==> src/hw/rtl/btlv_pkg.sv <==
`default_nettype none

package btlv_pkg;

    // parse phases
    localparam logic [2:0] PH_IDENT   = 3'd0;
    localparam logic [2:0] PH_TAG     = 3'd1;
    localparam logic [2:0] PH_LEN1    = 3'd2;
    localparam logic [2:0] PH_LENN    = 3'd3;
    localparam logic [2:0] PH_DATA    = 3'd4;
    localparam logic [2:0] PH_DISCARD = 3'd5;

    // result kinds
    localparam logic [1:0] KIND_HEADER = 2'd0;
    localparam logic [1:0] KIND_BYTE   = 2'd1;
    localparam logic [1:0] KIND_ERROR  = 2'd2;

    // error codes
    localparam logic [1:0] ERR_NONE       = 2'd0;
    localparam logic [1:0] ERR_INDEFINITE = 2'd1;
    localparam logic [1:0] ERR_LEN_LONG   = 2'd2;
    localparam logic [1:0] ERR_TRUNCATED  = 2'd3;

    // longest long-form length accepted, in bytes (1..8)
    localparam int MAX_LENGTH_BYTES = 8;

    localparam int TDATA_W = 144;

    typedef struct packed {
        logic [1:0]  out_kind;
        logic [1:0]  tag_class;
        logic        is_constructed;
        logic [63:0] tag_number;
        logic [63:0] content_length;
        logic [7:0]  content_byte;
        logic [1:0]  error_code;
        logic        buffer_done;
    } btlv_result_t;

endpackage

`default_nettype wire

==> src/hw/rtl/ber_tlv_header_parser.sv <==
// Two register stages: an accepted input beat waits in the input register; its result
// then goes into the result register and is presented on m_*.
// Throughput: one byte per cycle unless stalled; the phase machine steps once per byte.
// s_tready drops only while the result register is full and m_tready is low.
// Reset (aresetn low, synchronous) empties both stage registers and returns the
// parser to expecting an identifier octet with all accumulators cleared.
`default_nettype none

module ber_tlv_header_parser
    import btlv_pkg::*;
(
    input  wire logic               aclk,
    input  wire logic               aresetn,
    input  wire logic               s_tvalid,
    output logic                    s_tready,
    input  wire logic [7:0]         s_tdata,   // in_byte
    input  wire logic               s_tlast,   // end_of_buffer
    output logic                    m_tvalid,
    input  wire logic               m_tready,
    output logic [TDATA_W-1:0]      m_tdata,   // tag_class[1:0], is_constructed[2],
                                               // tag_number[66:3], content_length[130:67],
                                               // content_byte[138:131], error_code[140:139],
                                               // zero pad[143:141]
    output logic [1:0]              m_tuser,   // out_kind
    output logic                    m_tlast    // buffer_done
);

    logic         in_valid_reg;
    logic [7:0]   in_byte_reg;
    logic         in_last_reg;
    logic         out_valid_reg;
    btlv_result_t out_reg;

    logic         advance;
    logic         core_valid;
    btlv_result_t core_res;

    assign advance  = !out_valid_reg || m_tready;
    assign s_tready = !in_valid_reg || advance;

    always_ff @(posedge aclk) begin
        if (!aresetn) begin
            in_valid_reg <= 1'b0;
        end else if (s_tready) begin
            in_valid_reg <= s_tvalid;
        end
    end

    always_ff @(posedge aclk) begin
        if (s_tready && s_tvalid) begin
            in_byte_reg <= s_tdata;
            in_last_reg <= s_tlast;
        end
    end

    btlv_parse_core u_core (
        .aclk      (aclk),
        .aresetn   (aresetn),
        .step      (in_valid_reg && advance),
        .in_byte   (in_byte_reg),
        .in_last   (in_last_reg),
        .res_valid (core_valid),
        .res       (core_res)
    );

    // load a result beat when the held byte moves on and the core produces a result
    always_ff @(posedge aclk) begin
        if (!aresetn) begin
            out_valid_reg <= 1'b0;
        end else if (advance) begin
            out_valid_reg <= in_valid_reg && core_valid;
        end
    end

    always_ff @(posedge aclk) begin
        if (advance && in_valid_reg && core_valid) begin
            out_reg <= core_res;
        end
    end

    assign m_tvalid = out_valid_reg;
    assign m_tuser  = out_reg.out_kind;
    assign m_tlast  = out_reg.buffer_done;
    assign m_tdata  = {3'b000, out_reg.error_code, out_reg.content_byte,
                       out_reg.content_length, out_reg.tag_number,
                       out_reg.is_constructed, out_reg.tag_class};

endmodule

`default_nettype wire

==> src/hw/rtl/btlv_parse_core.sv <==
`default_nettype none

module btlv_parse_core
    import btlv_pkg::*;
(
    input  wire logic         aclk,
    input  wire logic         aresetn,
    input  wire logic         step,
    input  wire logic [7:0]   in_byte,
    input  wire logic         in_last,
    output logic              res_valid,
    output btlv_result_t      res
);

    logic [2:0]  phase_reg, phase_next;
    logic [1:0]  class_reg, class_next;
    logic        cons_reg, cons_next;
    logic [63:0] tag_reg, tag_next;
    logic [63:0] len_reg, len_next;
    logic [3:0]  lbytes_reg, lbytes_next;
    logic [63:0] left_reg, left_next;

    logic        err;
    logic        hdr_done;
    logic [63:0] left_dec;

    assign left_dec = left_reg - 64'd1;

    always_comb begin
        phase_next  = phase_reg;
        class_next  = class_reg;
        cons_next   = cons_reg;
        tag_next    = tag_reg;
        len_next    = len_reg;
        lbytes_next = lbytes_reg;
        left_next   = left_reg;
        err         = 1'b0;
        hdr_done    = 1'b0;
        res_valid   = 1'b0;
        res         = '0;

        unique case (phase_reg)
            PH_IDENT: begin
                class_next = in_byte[7:6];
                cons_next  = in_byte[5];
                len_next   = '0;
                if (in_byte[4:0] == 5'b11111) begin
                    tag_next   = '0;
                    phase_next = PH_TAG;
                end else begin
                    tag_next   = {59'd0, in_byte[4:0]};
                    phase_next = PH_LEN1;
                end
            end
            PH_TAG: begin
                tag_next = {tag_reg[56:0], in_byte[6:0]};
                if (!in_byte[7]) begin
                    phase_next = PH_LEN1;
                end
            end
            PH_LEN1: begin
                if (!in_byte[7]) begin
                    len_next = {56'd0, in_byte};
                    hdr_done = 1'b1;
                end else if (in_byte[6:0] == 7'd0) begin
                    err            = 1'b1;
                    res_valid      = 1'b1;
                    res.out_kind   = KIND_ERROR;
                    res.error_code = ERR_INDEFINITE;
                end else if (in_byte[6:0] > 7'(MAX_LENGTH_BYTES)) begin
                    err            = 1'b1;
                    res_valid      = 1'b1;
                    res.out_kind   = KIND_ERROR;
                    res.error_code = ERR_LEN_LONG;
                end else begin
                    len_next    = '0;
                    lbytes_next = in_byte[3:0];
                    phase_next  = PH_LENN;
                end
            end
            PH_LENN: begin
                len_next    = {len_reg[55:0], in_byte};
                lbytes_next = lbytes_reg - 4'd1;
                if (lbytes_reg == 4'd1) begin
                    hdr_done = 1'b1;
                end
            end
            PH_DATA: begin
                res_valid        = 1'b1;
                res.out_kind     = KIND_BYTE;
                res.content_byte = in_byte;
                left_next        = left_dec;
                if (left_dec == 64'd0) begin
                    phase_next = PH_IDENT;
                end
            end
            default: begin
                // discard until the final byte, no result
            end
        endcase

        if (hdr_done) begin
            res_valid          = 1'b1;
            res.out_kind       = KIND_HEADER;
            res.tag_class      = class_next;
            res.is_constructed = cons_next;
            res.tag_number     = tag_next;
            res.content_length = len_next;
            left_next          = len_next;
            phase_next         = (!cons_next && len_next != 64'd0) ? PH_DATA : PH_IDENT;
        end

        if (err) begin
            phase_next = PH_DISCARD;
        end

        if (in_last) begin
            if (phase_reg != PH_IDENT && phase_reg != PH_TAG && phase_reg != PH_LEN1 &&
                phase_reg != PH_LENN && phase_reg != PH_DATA) begin
                res_valid = 1'b0;
            end else begin
                if (!err && phase_next != PH_IDENT) begin
                    res            = '0;
                    res_valid      = 1'b1;
                    res.out_kind   = KIND_ERROR;
                    res.error_code = ERR_TRUNCATED;
                end
                res.buffer_done = 1'b1;
            end
            // back to the reset state for the next buffer
            phase_next  = PH_IDENT;
            class_next  = '0;
            cons_next   = 1'b0;
            tag_next    = '0;
            len_next    = '0;
            lbytes_next = '0;
            left_next   = '0;
        end
    end

    always_ff @(posedge aclk) begin
        if (!aresetn) begin
            phase_reg  <= PH_IDENT;
            class_reg  <= '0;
            cons_reg   <= 1'b0;
            tag_reg    <= '0;
            len_reg    <= '0;
            lbytes_reg <= '0;
            left_reg   <= '0;
        end else if (step) begin
            phase_reg  <= phase_next;
            class_reg  <= class_next;
            cons_reg   <= cons_next;
            tag_reg    <= tag_next;
            len_reg    <= len_next;
            lbytes_reg <= lbytes_next;
            left_reg   <= left_next;
        end
    end

endmodule

`default_nettype wire

==> config.mk <==
export PLATFORM = sky130hd
export DESIGN_NAME = ber_tlv_header_parser
export DESIGN_NICKNAME = d
export VERILOG_FILES = /design/src/hw/rtl/btlv_pkg.sv /design/src/hw/rtl/ber_tlv_header_parser.sv /design/src/hw/rtl/btlv_parse_core.sv
export SDC_FILE = /design/constraint.sdc
export NUM_CORES = 1
export LEC_CHECK = 0
export BUFFER_PORTS_ARGS = -buffer_cell sky130_fd_sc_hd__clkbuf_2
export CAP_MARGIN = 25
export CORE_UTILIZATION = 54
export CTS_BUF_LIST = sky130_fd_sc_hd__clkbuf_16
export DETAILED_ROUTE_END_ITERATION = 6
export PLACE_DENSITY_LB_ADDON = 0.2
export SYNTH_ARGS = -nofsm -noshare
export SYNTH_HDL_FRONTEND = slang
export SYNTH_HIERARCHICAL = 1
export SYNTH_SLANG_ARGS = --single-unit
==> constraint.sdc <==
create_clock -name aclk -period 8.3 [get_ports aclk]
set_clock_uncertainty 0.1 [all_clocks]
set_input_delay 0.83 -clock aclk [delete_from_list [all_inputs] [get_ports aclk]]
set_output_delay 0.83 -clock aclk [all_outputs]
set_load 0.005 [all_outputs]
==> flow_metrics.py <==
metrics = {
    "clocking": {
        "clkTransAtPathRegs_ps": 60,
        "clockBufferDepth": 3,
        "cts_made_buffers": 38,
        "clock-root-buffer": "clkbuf_16",
        "ctsHtreeMaxLevel": 2,
        "cts_resized": 0,
        "post_cts_buffers": 0,
        "cts.sink_count": 357,
        "ctsHoldBuffers": 0,
        "clk_latency_ps": 530,
        "cts_tree": "done",
    },
    "routing": {
        "dr.pass1.iters": 7,
        "via_per_inst": 6.41,
        "wl_per_cell_um": 22.3,
        "vias": 14800,
        "drt_iter0_drc": 1854,
        "finalWirelength_um": 51600,
        "drc": 38,
        "ant_nets": 0,
    },
    "logic_synthesis": {
        "synth.distinct_cells": 76,
        "synth_xor_area_share_pct": 1.85,
        "yosysWarnings": 6,
        "synth_area_leaders": "edfxtp_1 27%, dfxtp_1 24%, a22oi_1 7.8%, nor2b_1 6.2%, nor2_1 3.5%",
        "synth-main-ff-cell": "dfxtp_1",
        "yosys.area.top_type": "edfxtp_1",
        "synth_edf_count": 153,
        "synthCells": 1820,
        "seq_area_frac_synth_pct": 51.0,
        "netlist_area_mm2": 0.0170,
        "synthSimpleGateAreaFrac_pct": 23.4,
        "async_reset_ff_share_pct": 0,
        "synth_adder_area_share_pct": 0.294,
        "muxShareOfSynthArea_pct": 0.765,
        "synth_top_family_by_area": "simple AND/OR/NAND/NOR gates",
        "synth_top_area_share_pct": 27.0,
        "ys_ff_latch": 357,
        "avgSynthCellArea_um2": 9.35,
        "synth_compound_area_share_pct": 18.6,
    },
    "power_and_ir_drop": {
        "total_power_mw": 3.91,
        "ir_worst_vdd_uv": 162,
        "p_leak_nw": 6.41,
        "power_density_mw_per_mm2": 206,
    },
    "placed_design": {
        "dp_hpwl_um": 33400,
        "port_buffers": 158,
        "place_congestion": 0.992,
    },
    "worst_setup_path": {
        "crit_chain": "buf_4 -> nor4bb_1 -> o31ai_2 -> buf_4 -> nand2_2 -> buf_4 -> a22oi_1 -> nand4_1 -> o31ai_1 -> nand2b_1 -> and3_1 -> nand2b_4 -> buf_4 -> nor2_1",
        "arrival_ps": 5510,
        "crit_slowest_cell": "nor4bb_1",
        "critPathKind": "reg -> reg",
        "path_max_fanout": 75,
        "cp.required_ps": 8430,
        "worst_path_largest_cell_delay_ps": 770,
        "cp-end-kind": "flip-flop",
        "r2r_setup_slack_ps": 2910,
        "start_kind": "flip-flop",
        "rr_worst_depth": 14,
        "crit_top_cell": "buf_4",
    },
    "sta": {
        "period_share_pct": 64.9,
        "maxSlewHeadroom_pct": 28.7,
        "rsz0062_at_grt": "false",
        "hold_ws_ps": 391,
        "worstMarginPinSlew_ps": 1060,
        "clock.fmax_mhz": 186,
        "fin_crit_ps": 5390,
        "drv_slew": 0,
        "setup_total_negative_slack_ps": 0,
        "hold_viol": 0,
        "setup-violations-final": 0,
    },
    "floorplanning": {
        "std_cell_rows": 64,
        "die_h_um": 180,
        "die-area_mm2": 0.0322,
        "core_mm2": 0.0308,
        "die_w_um": 180,
        "ios": 162,
        "initial_utilization_pct": 55.2,
    },
    "grt": {
        "grt_first_pass_wirelength_um": 80400,
        "grt_pass1_vias": 13800,
        "overflow": 0,
        "grt.total_usage_pct": 31.3,
        "grt_max_degree": 145,
        "antenna_found_initial": 1,
    },
    "run": {
        "maxCapViolations": 0,
    },
    "worst_hold_path": {
        "worstHoldPathType": "in -> reg",
        "holdPathStages": 1,
    },
    "status": {
        "violations": "design-rule violations",
        "status": "complete, but fails checks",
    },
    "cells_and_area": {
        "largest_reg_flops": 141,
        "layout_commonest_cell": "dfxtp_1",
        "n_antenna_cell": 0,
        "layout_common_cells": "203 x dfxtp_1, 176 x a22oi_1, 169 x nor2b_1",
        "area_delta_synth_final_pct": 11.8,
        "utilization_pct": 61.7,
        "layout-drive-gt1-share_pct": 13.9,
        "fin_nets": 1907,
    },
}
[routing by layer]
layer  vias up  track usage (%)  share of wire [%]
li1       6782                -                  -
met1      7119             43.4                 42
met2       790             48.1                 45
met3       145             4.11                7.7
met4         2             16.6                5.3
met5         -                0              0.025
[cells by family (layout without fill, tap and decap cells)]
group,count (synthesis),count (layout)
simple gates,768,768
compound gates,473,473
flops,357,357
buf+inv,168,264
xor+xnor,36,36
mux,13,13
fa+ha+maj,4,4
other cells,1,3
[critical path, delay by kind of cell, from the launching register on]
family,cells,cell delay (ps)
AND/OR/NAND/NOR,7,2230
buffers and inverters,4,1750
flip-flops,1,310
AO/OA/AOI/OAI,3,480
[power breakdown]
group | total, mW | switching, mW | leakage, nW | internal [mW]
clock | 1.52 | 0.685 | 0.580 | 0.833
sequential | 1.89 | 0.0278 | 3.05 | 1.87
combinational | 0.501 | 0.324 | 2.79 | 0.177
total | 3.91 | 1.04 | 6.41 | 2.88
[Yosys cell counts (5+ instances only)]
cell type and instances:
nand3_1 89, buf_6 5, dfxtp_1 204, a21boi_0 12
o21ai_1 5, nor3_1 41, a32oi_1 18, clkbuf_1 120
xnor2_1 16, a22oi_1 176, nor2b_1 169, nand4b_1 7
nand2_1 155, o22ai_1 11, nor4_1 38, or3_1 18
o31ai_1 6, a21oi_1 117, or2_2 8, a32o_1 12
xor2_1 20, and2_1 19, nand4_1 18, buf_4 5
edfxtp_1 153, buf_1 8, or4_1 8, mux2i_1 13
inv_1 17, o211a_1 6, nor2_1 158, and3_1 5
nand2b_1 10, o21ai_0 75, buf_2 8
[metrics by stage]
step / setup slack (ps) / std cells / cell area (µm²)
after global routing: 2650 / 2314 / 19000
after detailed placement: 2910 / 2244 / 17900
final: 2910 / 2314 / 19000
after floorplan: 2120 / 1822 / 17000
after CTS: 2860 / 2312 / 19000
after global placement: 3080 / 2244 / 17900
[cell type report]
cell class                      instances  area (µm²)
Multi-Input combinational cell       1297        7720
Clock inverter                         30         145
Fill cell                            2630       11800
Timing Repair Buffer                  178         968
Sequential cell                       357        8680
Inverter                               18        67.6
Tap cell                              396         495
Clock buffer                           38         951
[final timing paths]
| kind | start | end |
|---|---|---|
| worst min-delay path | s_tdata[7] | in_byte_reg[7] |
| worst min register to register | in_valid_reg | in_valid_reg |
| worst max-delay path | u_core/phase_reg[0] | m_tdata[95] |
| worst max register to register | u_core/phase_reg[0] | m_tdata[95] |
(Power assumes the default switching activity.)
